`config.mk`:
```
export PLATFORM = sky130hd
export DESIGN_NAME = star_mac_learning_forwarder
export DESIGN_NICKNAME = d
export VERILOG_FILES = /design/src/hdl/smlf_pkg.sv /design/src/hdl/smlf_table.sv /design/src/hdl/smlf_engine.sv /design/src/hdl/star_mac_learning_forwarder.sv
export SDC_FILE = /design/constraint.sdc
export NUM_CORES = 1
export LEC_CHECK = 0
export BUFFER_PORTS_ARGS = -buffer_cell sky130_fd_sc_hd__buf_4
export CAP_MARGIN = 20
export CORE_MARGIN = 4
export CORE_UTILIZATION = 41
export CTS_BUF_LIST = sky130_fd_sc_hd__clkbuf_8
export DETAILED_ROUTE_END_ITERATION = 8
export SLEW_MARGIN = 0
export SYNTH_ARGS = -nofsm -noshare
export SYNTH_HDL_FRONTEND = slang
export SYNTH_SLANG_ARGS = --single-unit
```
`constraint.sdc`:
```
create_clock -name clk -period 4.2 [get_ports clk]
set_input_delay 0.21 -clock clk [delete_from_list [all_inputs] [get_ports clk]]
set_output_delay 0.21 -clock clk [all_outputs]
set_load 0.02 [all_outputs]
```
`src/hdl/smlf_pkg.sv`:
```
// ----------------------------------------------------------------------------
// smlf_pkg: shared types and constants for the star MAC learning forwarder
// Header and result beat types, table entry layout and fixed codes.
// ----------------------------------------------------------------------------
package smlf_pkg;

	localparam int unsigned SPOKES_DEF      = 4;
	localparam int unsigned TABLE_DEPTH_DEF = 16;
	localparam int unsigned MAC_W           = 48;

	localparam logic [2:0]       HUB_NODE  = 3'd4;
	localparam logic [MAC_W-1:0] BCAST_MAC = {MAC_W{1'b1}};

	// one frame header
	typedef struct packed {
		logic [2:0]       node;
		logic [1:0]       in_spoke;
		logic [MAC_W-1:0] src_mac;
		logic [MAC_W-1:0] dst_mac;
		logic             from_local;
	} req_t;

	// one forwarding decision
	typedef struct packed {
		logic [3:0] hub_port_mask;
		logic       to_hub;
		logic       to_local;
		logic       dest_known;
		logic       learn_dropped;
	} rsp_t;

	// one table entry
	typedef struct packed {
		logic [MAC_W-1:0] mac;
		logic [1:0]       spoke;
	} entry_t;

	// lookup outcome handed from the engine to the decision stage
	typedef struct packed {
		logic       fin;
		req_t       item;
		logic       known;
		logic [1:0] spoke;
		logic       dropped;
	} lookup_t;

endpackage

```
`src/hdl/smlf_table.sv`:
```
// ----------------------------------------------------------------------------
// smlf_table: MAC table storage
// Single-port-write, single-port-read RAM with a registered read.
// ----------------------------------------------------------------------------
module smlf_table
	import smlf_pkg::*;
#(
	parameter int unsigned DEPTH = TABLE_DEPTH_DEF,
	localparam int unsigned IDX_W = $clog2(DEPTH)
) (
	input  logic             clk,
	input  logic             we,
	input  logic [IDX_W-1:0] waddr,
	input  entry_t           wdata,
	input  logic             re,
	input  logic [IDX_W-1:0] raddr,
	output entry_t           rdata
);

	entry_t mem [DEPTH];
	entry_t rdata_q;

	always_ff @(posedge clk) begin
		if (we) begin
			mem[waddr] <= wdata;
		end
	end

	always_ff @(posedge clk) begin
		if (re) begin
			rdata_q <= mem[raddr];
		end
	end

	assign rdata = rdata_q;

endmodule

```
`src/hdl/smlf_engine.sv`:
```
// ----------------------------------------------------------------------------
// smlf_engine: table scan and learning sequencer
// Scans the filled part of the table once, matching source and destination
// together, then learns the source and reports the lookup.
// ----------------------------------------------------------------------------
module smlf_engine
	import smlf_pkg::*;
#(
	parameter int unsigned SPOKES = SPOKES_DEF,
	parameter int unsigned DEPTH  = TABLE_DEPTH_DEF,
	localparam int unsigned IDX_W = $clog2(DEPTH),
	localparam int unsigned CNT_W = $clog2(DEPTH + 1)
) (
	input  logic             clk,
	input  logic             arst_n,
	input  logic             start,
	input  req_t             req,
	output logic             busy,
	output logic             we,
	output logic [IDX_W-1:0] waddr,
	output entry_t           wdata,
	output logic             re,
	output logic [IDX_W-1:0] raddr,
	input  entry_t           rdata,
	output lookup_t          lookup
);

	typedef enum logic [1:0] {ST_IDLE, ST_SCAN, ST_FIN} state_t;

	state_t           state_q;
	req_t             item_q;
	logic             learn_q;
	logic             same_q;
	logic [CNT_W-1:0] count_q;
	logic [CNT_W-1:0] ptr_q;
	logic             pend_s1;
	logic [IDX_W-1:0] pidx_s1;
	logic             src_hit_q;
	logic [IDX_W-1:0] src_idx_q;
	logic             dst_hit_q;
	logic [1:0]       dst_spoke_q;

	logic accept;
	logic is_spoke;
	logic full;
	logic dropped;

	assign accept   = start && (state_q == ST_IDLE);
	assign is_spoke = req.node < 3'(SPOKES);
	assign full     = count_q == CNT_W'(DEPTH);
	assign busy     = state_q != ST_IDLE;

	assign re    = (state_q == ST_SCAN) && (ptr_q < count_q);
	assign raddr = ptr_q[IDX_W-1:0];

	// fill count marks the valid prefix: entries are never freed
	assign dropped = learn_q && !src_hit_q && full;
	assign we      = (state_q == ST_FIN) && learn_q && !dropped;
	assign waddr   = src_hit_q ? src_idx_q : count_q[IDX_W-1:0];
	assign wdata   = '{mac: item_q.src_mac, spoke: item_q.node[1:0]};

	always_comb begin
		lookup         = '0;
		lookup.fin     = state_q == ST_FIN;
		lookup.item    = item_q;
		lookup.dropped = dropped;
		// a destination equal to the freshly learned source sees the new entry
		if (learn_q && same_q && !dropped) begin
			lookup.known = 1'b1;
			lookup.spoke = item_q.node[1:0];
		end else begin
			lookup.known = dst_hit_q;
			lookup.spoke = dst_spoke_q;
		end
	end

	always_ff @(posedge clk or negedge arst_n) begin
		if (!arst_n) begin
			state_q   <= ST_IDLE;
			count_q   <= '0;
			ptr_q     <= '0;
			pend_s1   <= 1'b0;
			learn_q   <= 1'b0;
			src_hit_q <= 1'b0;
			dst_hit_q <= 1'b0;
		end else begin
			unique case (state_q)
				ST_IDLE: begin
					if (accept) begin
						item_q    <= req;
						learn_q   <= is_spoke && req.from_local && (req.src_mac != BCAST_MAC);
						same_q    <= req.src_mac == req.dst_mac;
						ptr_q     <= '0;
						pend_s1   <= 1'b0;
						src_hit_q <= 1'b0;
						dst_hit_q <= 1'b0;
						state_q   <= ST_SCAN;
					end
				end
				ST_SCAN: begin
					pend_s1 <= re;
					pidx_s1 <= raddr;
					if (re) begin
						ptr_q <= ptr_q + CNT_W'(1);
					end
					if (pend_s1) begin
						if (!src_hit_q && rdata.mac == item_q.src_mac) begin
							src_hit_q <= 1'b1;
							src_idx_q <= pidx_s1;
						end
						if (!dst_hit_q && rdata.mac == item_q.dst_mac) begin
							dst_hit_q   <= 1'b1;
							dst_spoke_q <= rdata.spoke;
						end
					end
					if (!re && !pend_s1) begin
						state_q <= ST_FIN;
					end
				end
				ST_FIN: begin
					if (we && !src_hit_q) begin
						count_q <= count_q + CNT_W'(1);
					end
					state_q <= ST_IDLE;
				end
				default: state_q <= ST_IDLE;
			endcase
		end
	end

endmodule

```
`src/hdl/star_mac_learning_forwarder.sv`:
```
// ----------------------------------------------------------------------------
// star_mac_learning_forwarder: MAC learning bridge for a hub and spoke star
// Learns source MACs into a shared table and decides where each frame goes.
// ----------------------------------------------------------------------------
// A header beat is taken when start is high and busy is low. One result beat
// follows on rsp with done high for exactly one cycle; it must be taken then,
// since the receiver cannot hold it off. The table RAM has one read port and
// the engine walks the filled entries one per cycle, matching source and
// destination in the same pass, waits for the last read to be compared, then
// writes back the learned entry. A new header may be accepted in the cycle
// done is high. Learned entries are never removed, so the table fills from
// entry 0 upward and a fill count stands in for valid bits; no clearing pass
// is needed after reset. When the table is full a new source is not stored
// and learn_dropped is set; known sources are still updated. The write-back
// ends before busy falls, so a following header always reads the updated
// table.
// ----------------------------------------------------------------------------
module star_mac_learning_forwarder
	import smlf_pkg::*;
#(
	parameter int unsigned SPOKES      = SPOKES_DEF,
	parameter int unsigned TABLE_DEPTH = TABLE_DEPTH_DEF,
	localparam int unsigned IDX_W = $clog2(TABLE_DEPTH)
) (
	input  logic clk,
	input  logic arst_n,
	input  logic start,
	input  req_t req,
	output logic busy,
	output logic done,
	output rsp_t rsp
);

	logic             we;
	logic [IDX_W-1:0] waddr;
	entry_t           wdata;
	logic             re;
	logic [IDX_W-1:0] raddr;
	entry_t           rdata;
	lookup_t          lookup;

	logic done_q;
	rsp_t rsp_q;
	rsp_t rsp_d;

	smlf_table #(
		.DEPTH(TABLE_DEPTH)
	) u_table (
		.clk  (clk),
		.we   (we),
		.waddr(waddr),
		.wdata(wdata),
		.re   (re),
		.raddr(raddr),
		.rdata(rdata)
	);

	smlf_engine #(
		.SPOKES(SPOKES),
		.DEPTH (TABLE_DEPTH)
	) u_engine (
		.clk   (clk),
		.arst_n(arst_n),
		.start (start),
		.req   (req),
		.busy  (busy),
		.we    (we),
		.waddr (waddr),
		.wdata (wdata),
		.re    (re),
		.raddr (raddr),
		.rdata (rdata),
		.lookup(lookup)
	);

	// forwarding decision from the lookup outcome
	always_comb begin
		logic       is_hub;
		logic       is_spoke;
		logic       flood;
		logic [3:0] all_mask;
		logic [3:0] excl;

		is_hub   = lookup.item.node == HUB_NODE;
		is_spoke = lookup.item.node < 3'(SPOKES);
		flood    = (lookup.item.dst_mac == BCAST_MAC) || !lookup.known;
		all_mask = 4'((5'd1 << SPOKES) - 5'd1);
		// an out-of-range incoming spoke excludes nobody
		excl     = ({1'b0, lookup.item.in_spoke} < 3'(SPOKES))
			? (4'b0001 << lookup.item.in_spoke) : 4'b0000;
		rsp_d    = '0;

		if (is_hub) begin
			rsp_d.dest_known = lookup.known;
			if (flood) begin
				rsp_d.hub_port_mask = all_mask & ~excl;
			end else begin
				rsp_d.hub_port_mask = 4'b0001 << lookup.spoke;
			end
		end else if (is_spoke) begin
			rsp_d.dest_known    = lookup.known;
			rsp_d.learn_dropped = lookup.dropped;
			if (flood) begin
				rsp_d.to_hub   = lookup.item.from_local;
				rsp_d.to_local = !lookup.item.from_local;
			end else if (lookup.item.node == {1'b0, lookup.spoke}) begin
				// owned here: only frames from the hub go out locally
				rsp_d.to_local = !lookup.item.from_local;
			end else begin
				rsp_d.to_hub = lookup.item.from_local;
			end
		end
	end

	always_ff @(posedge clk or negedge arst_n) begin
		if (!arst_n) begin
			done_q <= 1'b0;
		end else begin
			done_q <= lookup.fin;
		end
	end

	always_ff @(posedge clk) begin
		if (lookup.fin) begin
			rsp_q <= rsp_d;
		end
	end

	assign done = done_q;
	assign rsp  = rsp_q;

endmodule

```
After elaboration in Yosys (flattened, before gate mapping)
Memories as Yosys holds them, arrays and structs flattened. A register that Yosys moved wholly into a read port is not among the register bits.
Index checks and enable logic that the tools add are counted.
- output and inout bits: 10
- memory bits (writable): 800
- logic and storage cells: 109
- memories kept: 1
- flip-flop bits (word level): 138
- shifts and indexed selects: 2
- add/subtract/negate cells: 2
- equality and inequality tests: 16
- $lt $le $gt $ge: 3
- bitwise gates (word level): 2
- mux-type cells: 24
- reduce and logical (&&, ||, !) cells: 37
- memories (name ; words ; bits a word ; rd ports ; clocked after memory_dff ; write ports ; RTL line ; RTL):
    u_table.mem ; 16 ; 50 ; 1 ; 1 ; 1 ; smlf_table.sv:20 ; entry_t mem [DEPTH];
- operator list (kind ; count):
    equality test 48 bit ; 3
    equality test 48 bit, second input constant ; 1
    inequality test 48 bit, second input constant ; 1
    AND reduction 4 bit ; 4
    logical AND 1 bit ; 14
    adder 5 x 1 -> 5 bit, second input constant ; 2
    2-to-1 mux 1 bit ; 10
    2-to-1 mux 5 bit ; 2
    case mux 5 bit (2 select lines) ; 1
    AND reduction 2 bit ; 5
    2-to-1 mux 2 bit ; 4
    2-to-1 mux 4 bit ; 2
    left shift 1 x 2 -> 4 bit, first input constant ; 2
    zero test 1 bit ; 7
    < comparator 3 bit, second input constant ; 2
    inequality test 2 x 1 -> 1 bit, second input constant ; 3
    inequality test 2 bit, second input constant ; 3
    case mux 1 bit (2 select lines) ; 3
    AND reduction 3 bit ; 2
    equality test 5 bit, second input constant ; 1
    < comparator 5 bit ; 1
    NOT 4 bit ; 1
    case mux 2 bit (2 select lines) ; 1
    nonzero test 2 bit ; 2
    9 further kinds ; 9

Logic depth before layout (Yosys ltp)
Gate-level depths: netlist (run 1).
- depth in word-level cells: 9
- mapped depth: 9
- depth with buffers taken out: 7

By module
A second synthesis (run 1) with hierarchy kept.
- cell total of the unflattened synthesis: 1866
- area total of the unflattened synthesis: 38650.8 um^2
- modules (own cells, without submodules) (module ; area each (um^2) ; times used ; sequential area each (um^2) ; cells each):
    smlf_table ; 31410.1 ; 1 ; 25524.5 ; 1294
    smlf_engine ; 6627.6 ; 1 ; 3793.6 ; 514
    star_mac_learning_forwarder ; 613.1 ; 1 ; 265.3 ; 58

Least setup slack after synthesis (run 1)
OpenSTA, ideal clock, no wires.
- kind: reg2reg
- start: register u_engine.count_q[0]
- end: memory u_table.mem[8][0] in the netlist's numbering, enable pin
- required time: 3.742 ns
- slack: 0.056 ns
- arrival: 3.686 ns
- cell stages (with the launch flop): 7
- path buffers: 0
- cell sequence: dfrtp_1 inv_1 ha_1 nor4b_4 a2111oi_2 o21ai_0 nor2_1
- longest elaborated chain between the ends: 6
- elaborated cells between the ends (all ways): 7
- ends and longest elaborated chain (what ; RTL line ; RTL):
    start, declared ; smlf_engine.sv:34 ; logic [CNT_W-1:0] count_q;
    start signal, assigned ; smlf_engine.sv:122 ; count_q <= count_q + CNT_W'(1);
    equality test 5 bit ; smlf_engine.sv:50 ; assign full = count_q == CNT_W'(DEPTH);
    logical AND 1 bit ; smlf_engine.sv:57 ; assign dropped = learn_q && !src_hit_q && full;
    zero test 1 bit ; smlf_engine.sv:58 ; assign we = (state_q == ST_FIN) && learn_q && !dropped;
    logical AND 1 bit ; smlf_engine.sv:58 ;
    2-to-1 mux 1 bit ; smlf_table.sv:24 ; if (we) begin
    2-to-1 mux 1 bit (not written as such) ; smlf_table.sv:25 ; mem[waddr] <= wdata;
    end, declared ; smlf_table.sv:20 ;
Parallel ways exist; a longest one is shown, timed or not.

Worst setup path after layout (run 1)
- start: register u_engine.count_q[1]
- end: memory u_table.mem[14][14] in the netlist's numbering, enable pin
Same word-level chain as after synthesis.

==> results of run 1 <==
-- power breakdown --
part	internal (W)	total [W]	switching (W)
registers	0.0116	0.0122	0.000650
logic	0.00221	0.00458	0.00237
clock network	0.00371	0.00749	0.00379
-- kinds of logic (layout without fill, tap and decap cells) --
group	after synthesis	count (layout)	synth area share [%]
flip-flops	988	988	77.53
XOR/XNOR	150	150	3.443
adder cells (fa/ha/maj)	7	7	0.2295
AO/OA/AOI/OAI	37	37	0.6657
buffers and inverters	76	581	0.9182
AND/OR/NAND/NOR	159	159	2.371
other	0	2	0
multiplexers	253	253	14.84
-- how the worst min path moves through the flow --
| stage | startpoint | end | slack (ps) | cells after the start |
|---|---|---|---|---|
| 2_1_floorplan | arst_n | done | -90 | 0 |
| 3_3_place_gp | arst_n | done | 110 | 1 |
| 3_5_place_dp | arst_n | done | 100 | 1 |
| 4_1_cts | req[82] | u_engine.lookup[86] | 70 | 2 |
| 5_1_grt | req[69] | u_engine.lookup[73] | 100 | 2 |
| 6_report | req[16] | u_engine.lookup[20] | 160 | 2 |
-- per-layer routing --
metal	vias to the layer above	GRT usage (%)	part of all wire [%]
li1	7839	-	-
met1	10276	30.14	43
met2	892	29.13	44
met3	120	6.407	11
met4	0	5.217	1.7
met5	-	0	0
-- synth_stat cells, types with 7 or more instances --
| cell type | number | area share, % |
|---|---|---|
| nor4_1 | 21 | 0.34 |
| o21ai_0 | 10 | 0.13 |
| edfxtp_1 | 971 | 76 |
| inv_1 | 13 | 0.13 |
| xnor2_1 | 102 | 2.3 |
| nor2_1 | 26 | 0.26 |
| xor2_1 | 48 | 1.1 |
| buf_2 | 18 | 0.24 |
| clkbuf_1 | 30 | 0.30 |
| mux4_2 | 250 | 15 |
| nor3_1 | 10 | 0.13 |
| nand4_1 | 53 | 0.87 |
| nand2_1 | 16 | 0.16 |
| a21oi_1 | 7 | 0.092 |
| nand3_1 | 10 | 0.13 |
| dfrtp_1 | 17 | 1.1 |
| ha_1 | 7 | 0.23 |
-- flip-flops by register name, summed over array words and instances, names as in the netlist, 2 cells and up --
signal	cells
u_engine.state_q	2
u_engine.pidx_s1	4
u_table.mem	800
u_engine.dst_spoke_q	2
u_engine.lookup	102
u_engine.count_q	5
u_engine.src_idx_q	4
u_engine.ptr_q	5
rsp	8
u_table.rdata	50
-- cell type report --
class / instances / area (sq um)
sequential: 988 / 29600
multi-input combinational: 606 / 8354
tap: 1243 / 1555
fill: 7566 / 46900
timing repair buffer: 277 / 2577
inverter: 13 / 48.80
clock buffer: 165 / 2271
clock inverter: 126 / 628.1
antenna: 2 / 5.005
-- through the flow --
stage,setup slack (ps),total power (W)
2_1_floorplan,55.85,0.01522
3_3_place_gp,856.6,0.01694
3_5_place_dp,911.2,0.01699
4_1_cts,892.3,0.02460
5_1_grt,632.1,0.02533
6_report,794.4,0.02432
-- repair_timing --
action | CTS | global route
hold buffers | 105 | 0
resized for setup | 0 | 0
endpoints found under the hold margin | 132 | 0
==> run_results.csv, run 1 <==
group,metric,value,unit
status,status,"finished, final reports clean",
worst_setup_path,cp_slowest_cell,"a2111oi_2",
sta,worst_pin_slew,1107,ps
floorplanning,core_area,0.09194,sq mm
worst_setup_path,cp_top_family,"simple AND/OR/NAND/NOR gates",
route,detail_route.iter0.violations,2160,
placement,placed_area,0.04108,sq mm
sta,maxSlewViolCount,0,
cells_and_area,layout_common_cells,"edfxtp_1, mux4_2, clkbuf_8, buf_4, dlygate4sd3_1",
synth,seq_area_frac_synth,77.53,%
synth,synth_area_per_cell,22.85,sq um
sta,finalCritPeriodShare,81.09,%
grt,grt-ovfl-total,0,
worst_setup_path,critical_path.max_fanout,14,
worst_setup_path,worstSetupStartpointType,"flip-flop",
cells_and_area,nets,2159,
floorplanning,die_area,0.09801,sq mm
worst_hold_path,hp-class,"in -> reg",
worst_setup_path,endpoint,"u_table.mem[14][14]",
cts,ctsLongestPathBuffers,3,
cts,cts-htree-levels,4,
cts,cts_tree,"yes",
route,vias_per_cell,5.593,
sta,fmax,293.6,MHz
worst_setup_path,slowest_delay,750,ps
placement,dp_hpwl,60.31,mm
sta,fin_tns_setup,0,ps
cts,clock_sinks,988,
sta,hold_ws,158.3,ps
worst_setup_path,r2r_end,"u_table.mem[14][14]",
grt,grt_pass1_wl,141.4,mm
route,ant_nets,0,
floorplanning,io_pins,115,
grt,grt_max_degree,104,
sta,rsz0062_at_grt,"false",
flow_run,max-cap-violations,0,
route,wl,98.74,mm
pwr,power.leakage,14.09,nW
grt,grt.total_usage,20.25,%
worst_setup_path,cp.arrival,3870,ps
sta,relSlewSlack,26.18,%
floorplanning,row_count,111,
synth,netlist_instances,1670,
placement,port_buffers,114,
cts,root_buffer,"clkbuf_8",
synth,ys.flop_type,"edfxtp_1",
route,first_pass_iters,5,
route,wl_per_cell,28.87,um
sta,final_hold_viol_count,0,
synth,synthesis.nets,1782,
synth,ys_ff_latch,988,
route,drc_errors,0,
cells_and_area,design_area,0.04504,sq mm
placement,place_inst,3021,
cells_and_area,fin_util,48.99,%
worst_setup_path,worst-path-stages,7,
sta,finalSetupViolations,0,
sta,skew,45.80,ps
worst_setup_path,timing.rr.start,"u_engine.count_q[1]",
synth,ys_types,51,
worst_setup_path,crit_chain,"inv_1 -> ha_1 -> nor4b_4 -> a2111oi_2 -> nand2_1 -> nor2_4 -> buf_4",
worst_setup_path,crit_start,"u_engine.count_q[1]",
cts,clkSlewWorstSetupHoldPaths,60,ps
route,num_vias,19127,
worst_setup_path,reg2reg_setup_slack,790,ps
floorplanning,die_h,313.1,um
floorplanning,die_w,313.1,um
pwr,powerDensity,540.0,mW/mm^2
synth,synth_edf_count,971,
sta,period_needed,3406,ps
cells_and_area,drive_gt1_share,29.56,%
cts,clock_latency,790,ps
placement,gp_congestion,0.8801,
grt,grt_pass1_vias,19549,
synth,syn_area,0.03816,sq mm
floorplanning,start_util,41.50,%
cts,cts_setup_buffers,0,
cells_and_area,area_delta_synth_final,18.04,%
worst_setup_path,end_kind,"flip-flop",
worst_setup_path,reg2reg_depth,7,
cells_and_area,layout_commonest_cell,"edfxtp_1",
worst_setup_path,required,4670,ps
grt,antenna_found_initial,4,
pwr,irDropWorstVdd,0.2879,mV
worst_setup_path,cp_num_buf_inv,2,
synth,ys_warn_count,0,
cts,cts_buffers,161,
worst_setup_path,crit_type,"reg -> reg",
synth,async_flop_share,1.721,%
cells_and_area,final_cells,3420,
(Power assumes the default switching activity.)
==> run 2: changes to the inputs <==
--- a/config.mk
+++ b/config.mk
@@ -5,6 +5,7 @@
 export SDC_FILE = /design/constraint.sdc
 export NUM_CORES = 1
 export LEC_CHECK = 0
+export ABC_AREA = 1
 export BUFFER_PORTS_ARGS = -buffer_cell sky130_fd_sc_hd__buf_4
 export CAP_MARGIN = 20
 export CORE_MARGIN = 4
==> constraint.sdc (replaced) <==
create_clock -name clk -period 2.9 [get_ports clk]
set_input_delay 0.145 -clock clk [delete_from_list [all_inputs] [get_ports clk]]
set_output_delay 0.145 -clock clk [all_outputs]
set_load 0.02 [all_outputs]
==> run_results.csv, run 2 <==
group,metric,value,unit
sta,period_needed,2558,ps
synth,synth_top_area_share,72.65,%
cts,clkSlewWorstSetupHoldPaths,60,ps
cells_and_area,layout_common_cells,"edfxtp_1, nor2_1, nand2_1, o21ai_0",
cells_and_area,nFillCells,8207,
sta,relSlewSlack,40.44,%
synth,syn_area,0.04014,sq mm
grt,grt_pass1_wl,162.3,mm
worst_setup_path,reg2reg_depth,8,
grt,grt_pass1_vias,24793,
synth,ys_types,41,
grt,grt_max_degree,161,
worst_setup_path,crit_start,"u_engine.count_q[0]",
synth,synth_common_cells,"edfxtp_1, nor2_1, nand2_1",
cts,clock_sinks,988,
worst_setup_path,critical_path.max_fanout,25,
route,num_vias,25775,
route,detail_route.iter0.violations,2485,
route,vias_per_cell,5.391,
cells_and_area,top_register,"u_table.mem",
worst_hold_path,min_to,"u_engine.lookup[20]",
synth,ys_warn_count,0,
worst_setup_path,reg2reg_setup_slack,340,ps
pwr,power.total,0.03810,W
route,ant_nets,0,
grt,grt.total_usage,21.30,%
synth,ys_ff_latch,988,
worst_setup_path,cp.arrival,3040,ps
cts,ctsLongestPathBuffers,3,
floorplanning,core_area,0.09685,sq mm
route,wl_per_cell,23.17,um
floorplanning,io_pins,115,
flow_run,max-cap-violations,0,
grt,antenna_found_initial,4,
synth,netlist_instances,3016,
cells_and_area,layout_commonest_cell,"edfxtp_1",
floorplanning,die_area,0.1030,sq mm
synth,synth_edf_count,971,
route,wl,110.8,mm
sta,fin_tns_setup,0,ps
synth,async_flop_share,1.721,%
worst_setup_path,required,3390,ps
floorplanning,row_count,114,
pwr,irDropWorstVdd,0.4503,mV
synth,ys.flop_type,"edfxtp_1",
sta,finalSetupViolations,0,
placement,gp_congestion,0.8438,
cts,clock_latency,850,ps
route,first_pass_iters,5,
placement,dp_hpwl,65.01,mm
synth,yosysMostFrequentCell,"edfxtp_1",
cts,cts_buffers,163,
sta,finalCritPeriodShare,88.20,%
grt,grt-ovfl-total,0,
pwr,power.leakage,16.44,nW
floorplanning,die_h,320.9,um
cts,cts_tree,"yes",
cells_and_area,area_delta_synth_final,18.30,%
cells_and_area,drive_gt1_share,13.91,%
synth,synth_area_per_cell,13.31,sq um
cells_and_area,nets,3502,
status,status,"finished, final reports clean",
worst_setup_path,crit_type,"reg -> reg",
floorplanning,die_w,320.9,um
worst_hold_path,hold_path.startpoint,"req[16]",
pwr,powerDensity,802.4,mW/mm^2
sta,fmax,391.0,MHz
cts,cts-htree-levels,4,
synth,yosys-top-cells-area,"edfxtp_1, nor2_1, nand2_1",
worst_setup_path,timing.rr.start,"u_engine.count_q[0]",
worst_hold_path,hp-class,"in -> reg",
worst_hold_path,holdPathStages,2,
sta,skew,54.73,ps
placement,port_buffers,114,
cts,root_buffer,"clkbuf_8",
worst_setup_path,worstSetupStartpointType,"flip-flop",
cells_and_area,largest_reg_flops,800,
synth,seq_area_frac_synth,73.71,%
worst_setup_path,r2r_end,"u_table.mem[12][29]",
sta,final_hold_viol_count,0,
route,drc_errors,0,
sta,rsz0062_at_grt,"false",
sta,worst_pin_slew,890.5,ps
worst_setup_path,end_kind,"flip-flop",
sta,maxSlewViolCount,0,
floorplanning,start_util,41.44,%
synth,synthesis.nets,3128,
cts,cts_setup_buffers,0,
synth,yosys.area.top_type,"edfxtp_1",
[run 2: changes by cell type after synthesis, moves of 24 or more]
cell and delta:
inv_1 +130, o32ai_1 +99, o211ai_1 +24, xnor2_1 -47
mux2i_1 +78, nand3_1 +99, o221ai_1 +58, nand2_1 +357
o21ai_0 +218, clkbuf_1 +54, nor2_1 +523, mux4_2 -250
[run 2: metal layers]
layer	routed length, um	global-route usage (%)	up-vias
met1	47250	29.33	12870
li1	-	-	11776
met3	7836	3.719	161
met2	52950	34.77	968
met4	2768	6.716	0
met5	0	0	-
[run 2: worst max path at each step]
stage,end,cells after the start
2_1_floorplan,u_table.mem[0][0],7
3_3_place_gp,u_engine.same_q,6
3_5_place_dp,u_table.mem[12][18],8
4_1_cts,u_table.mem[12][29],8
5_1_grt,u_table.mem[5][5],8
6_report,u_table.mem[12][29],8
[run 2: repair_timing]
item | 4_1_cts | 5_1_grt
hold buffers | 135 | 0
resized for setup | 0 | 0
endpoints found under the hold margin | 134 | 0
[run 2: kinds of logic after synthesis]
family	Yosys count	synth area share (%)
buffers and inverters	299	3.445
multiplexers	79	1.970
AND/OR/NAND/NOR	1098	11.02
adder cells (fa/ha/maj)	7	0.2182
AO/OA/AOI/OAI	465	7.896
XOR/XNOR	80	1.746
flip-flops	988	73.71
[run 2: area by class of cell]
| cell class | count | area [sq um] | area share [%] |
|---|---|---|---|
| repair buffers | 361 | 3536 | 7.447 |
| multi-input cells | 1729 | 9315 | 19.62 |
| well taps | 1276 | 1597 | 3.362 |
| flip-flops and latches | 988 | 29590 | 62.33 |
| diodes | 3 | 7.507 | 0.01581 |
| clock buffers | 168 | 2312 | 4.870 |
| inverters | 147 | 560.5 | 1.181 |
| clock inverters | 109 | 559.3 | 1.178 |
[run 2: report_power, final]
part / internal (W) / leakage (nW) / switching [W]
clock network: 0.00555 / 1.64 / 0.00546
logic: 0.00323 / 5.81 / 0.00604
registers: 0.0170 / 8.99 / 0.000817
total: 0.0258 / 16.4 / 0.0123
[run 2: stage by stage]
step | hold slack [ps] | instances | util [%] | area (sq um) | setup WS (ps)
5_1_grt | 26.44 | 4780 | 49.02 | 47480 | 185.1
2_1_floorplan | -150.6 | 3016 | - | 40150 | -756.4
6_report | 74.07 | 4781 | 49.03 | 47480 | 342.2
4_1_cts | 0.07144 | 4778 | 49.02 | 47470 | 342.1
3_3_place_gp | 37.87 | 4364 | 44.64 | 43230 | 38.90
3_5_place_dp | 42.54 | 4366 | 44.66 | 43250 | 378.5
[run 2: critical path, stage by stage, from the launching register on]
cell and delay, ps:
dfrtp_1 390, inv_1 110, ha_1 210, nand4_1 140, nand2_1 70, inv_1 150
nand3_1 360, nor2_4 460, buf_12 300
==> run 3: changes to the inputs <==
--- a/config.mk
+++ b/config.mk
@@ -8,6 +8,7 @@
 export ABC_AREA = 1
 export BUFFER_PORTS_ARGS = -buffer_cell sky130_fd_sc_hd__buf_4
 export CAP_MARGIN = 20
+export CORE_ASPECT_RATIO = 0.75
 export CORE_MARGIN = 4
 export CORE_UTILIZATION = 41
 export CTS_BUF_LIST = sky130_fd_sc_hd__clkbuf_8
==> run_results.csv, run 3 (synthesis gave the netlist of run 2 again) <==
group,metric,value,unit
worst_setup_path,worstSetupStartpointType,"flip-flop",
pwr,p_seq_share,47.5,%
pwr,internal_power,0.02522,W
placement,port_buffers,114,
worst_setup_path,reg2reg_depth,8,
worst_setup_path,cp_top_family,"simple AND/OR/NAND/NOR gates",
worst_setup_path,crit_type,"reg -> reg",
grt,grt.total_usage,21.20,%
grt,grt_max_degree,102,
cells_and_area,nets,3544,
sta,worst_pin_slew,885.6,ps
worst_setup_path,crit_chain,"inv_1 -> ha_1 -> nand4_1 -> nand2_1 -> inv_1 -> nand3_1 -> nor2_4 -> buf_4",
worst_hold_path,hp-class,"in -> reg",
cts,cts_setup_buffers,0,
sta,skew,39.55,ps
placement,dp_hpwl,66.15,mm
cts,cts_buffers,154,
floorplanning,die_h,279.0,um
route,top_layer_used,"met4",
sta,finalCritPeriodShare,85.04,%
sta,period_needed,2466,ps
cts,clock_sinks,988,
pwr,swShare,32.89,%
cts,root_buffer,"clkbuf_8",
cts,cts_tree,"yes",
cts,ctsLongestPathBuffers,3,
pwr,powerDensity,786.9,mW/mm^2
floorplanning,io_pins,115,
worst_setup_path,end_kind,"flip-flop",
route,vias_per_cell,5.293,
placement,place_inst,4402,
sta,maxSlewViolCount,0,
cts,clkSlewWorstSetupHoldPaths,60,ps
route,num_vias,25711,
worst_setup_path,crit_start,"u_engine.count_q[0]",
cts,ctsResizeCount,0,
cells_and_area,final_cells,4858,
floorplanning,start_util,41.28,%
cts,hold_buffers,187,
cts,cts-htree-levels,4,
floorplanning,core_area,0.09724,sq mm
worst_setup_path,cp.arrival,2920,ps
cts,clock_latency,850,ps
worst_setup_path,critical_path.max_fanout,28,
worst_hold_path,holdPathStages,2,
worst_setup_path,timing.rr.start,"u_engine.count_q[0]",
sta,final_hold_viol_count,0,
pwr,switchingPower,0.01236,W
sta,rsz0062_at_grt,"false",
cells_and_area,layout_commonest_cell,"edfxtp_1",
worst_setup_path,reg2reg_setup_slack,430,ps
sta,fin_tns_setup,0,ps
cells_and_area,top_register,"u_table.mem",
sta,relSlewSlack,40.76,%
route,wl_met3,9.612,mm
worst_setup_path,endpoint,"u_table.mem[6][45]",
worst_setup_path,required,3360,ps
grt,grt-ovfl-total,0,
pwr,combinationalPowerShare,24.6,%
route,wl_per_cell,22.72,um
route,ant_nets,0,
route,drc_errors,0,
pwr,clockPowerShare,28.0,%
worst_setup_path,worst-path-stages,8,
floorplanning,die_w,369.3,um
floorplanning,row_count,99,
floorplanning,die_area,0.1030,sq mm
sta,fmax,405.5,MHz
placement,gp_congestion,0.8529,
worst_setup_path,cp_num_buf_inv,3,
route,detail_route.iter0.violations,2883,
pwr,power.leakage,16.63,nW
worst_setup_path,cp_slowest_cell,"buf_4",
status,status,"finished, final reports clean",
cells_and_area,drive_gt1_share,13.35,%
route,first_pass_iters,5,
route,dr_wl_met2,50.09,mm
grt,grt_pass1_wl,161.2,mm
cells_and_area,layout_common_cells,"edfxtp_1, nor2_1, nand2_1, o21ai_0, inv_1",
pwr,irDropWorstVdd,0.5663,mV
cells_and_area,largest_reg_flops,800,
route,met1_length,47.85,mm
grt,grt_pass1_vias,24828,
grt,antenna_found_initial,1,
worst_setup_path,slowest_delay,450,ps
route,wl,110.4,mm
cells_and_area,area_delta_synth_final,18.99,%
sta,finalSetupViolations,0,
worst_setup_path,r2r_end,"u_table.mem[6][45]",
flow_run,max-cap-violations,0,
worst_setup_path,critPathMostFrequentCell,"inv_1",
==> run 3: cell count changes in the layout (fill, tap and decap cells not counted), moves of 5 or more <==
cell           delta
inv_1            +22
clkinv_1         -19
clkbuf_8          -9
buf_4             +5
buf_12            -6
dlygate4sd3_1    +52
==> run 3: final cells by class <==
type | instances | area [sq um]
sequential | 988 | 29590
antenna | 1 | 2.502
clock inverter | 109 | 486.7
multi-input combinational | 1729 | 9309
inverter | 147 | 560.5
clock buffer | 159 | 2188
tap | 1313 | 1643
timing repair buffer | 412 | 3974
fill | 8416 | 49480
==> run 3: power groups by stage <==
stage | Clock, W | Sequential [W] | Combinational, W
after detailed placement | 0 | 0.0181 | 0.00900
after global placement | 0 | 0.0181 | 0.00895
after CTS | 0.0108 | 0.0178 | 0.00923
final | 0.0105 | 0.0178 | 0.00924
after floorplan | 0 | 0.0179 | 0.00603
after global routing | 0.0115 | 0.0179 | 0.0101
==> run 3: worst min path at each step <==
stage,to,start
final,u_engine.lookup[39],req[35]
after global routing,u_engine.lookup[72],req[68]
after CTS,u_engine.lookup[71],req[67]
after detailed placement,done,arst_n
after global placement,done,arst_n
after floorplan,done,arst_n
==> run 3: per-stage QoR <==
stage	setup slack (ps)	area [sq um]	hold WS, ps	util [%]	total power (W)
3_3_place_gp	487.4	43210	40.24	44.44	0.02704
3_5_place_dp	474.4	43210	40.02	44.44	0.02710
5_1_grt	310.8	47760	46.35	49.12	0.03951
2_1_floorplan	-756.4	40150	-150.6	-	0.02390
6_report	433.8	47760	94.48	49.12	0.03758
4_1_cts	423.2	47760	0.6365	49.11	0.03782
==> run 3: per-layer routing <==
layer / vias up / GRT usage (%)
li1: 11831 / -
met2: 1064 / 32.60
met1: 12641 / 29.78
met5: - / 0
met3: 175 / 4.954
met4: 0 / 7.323
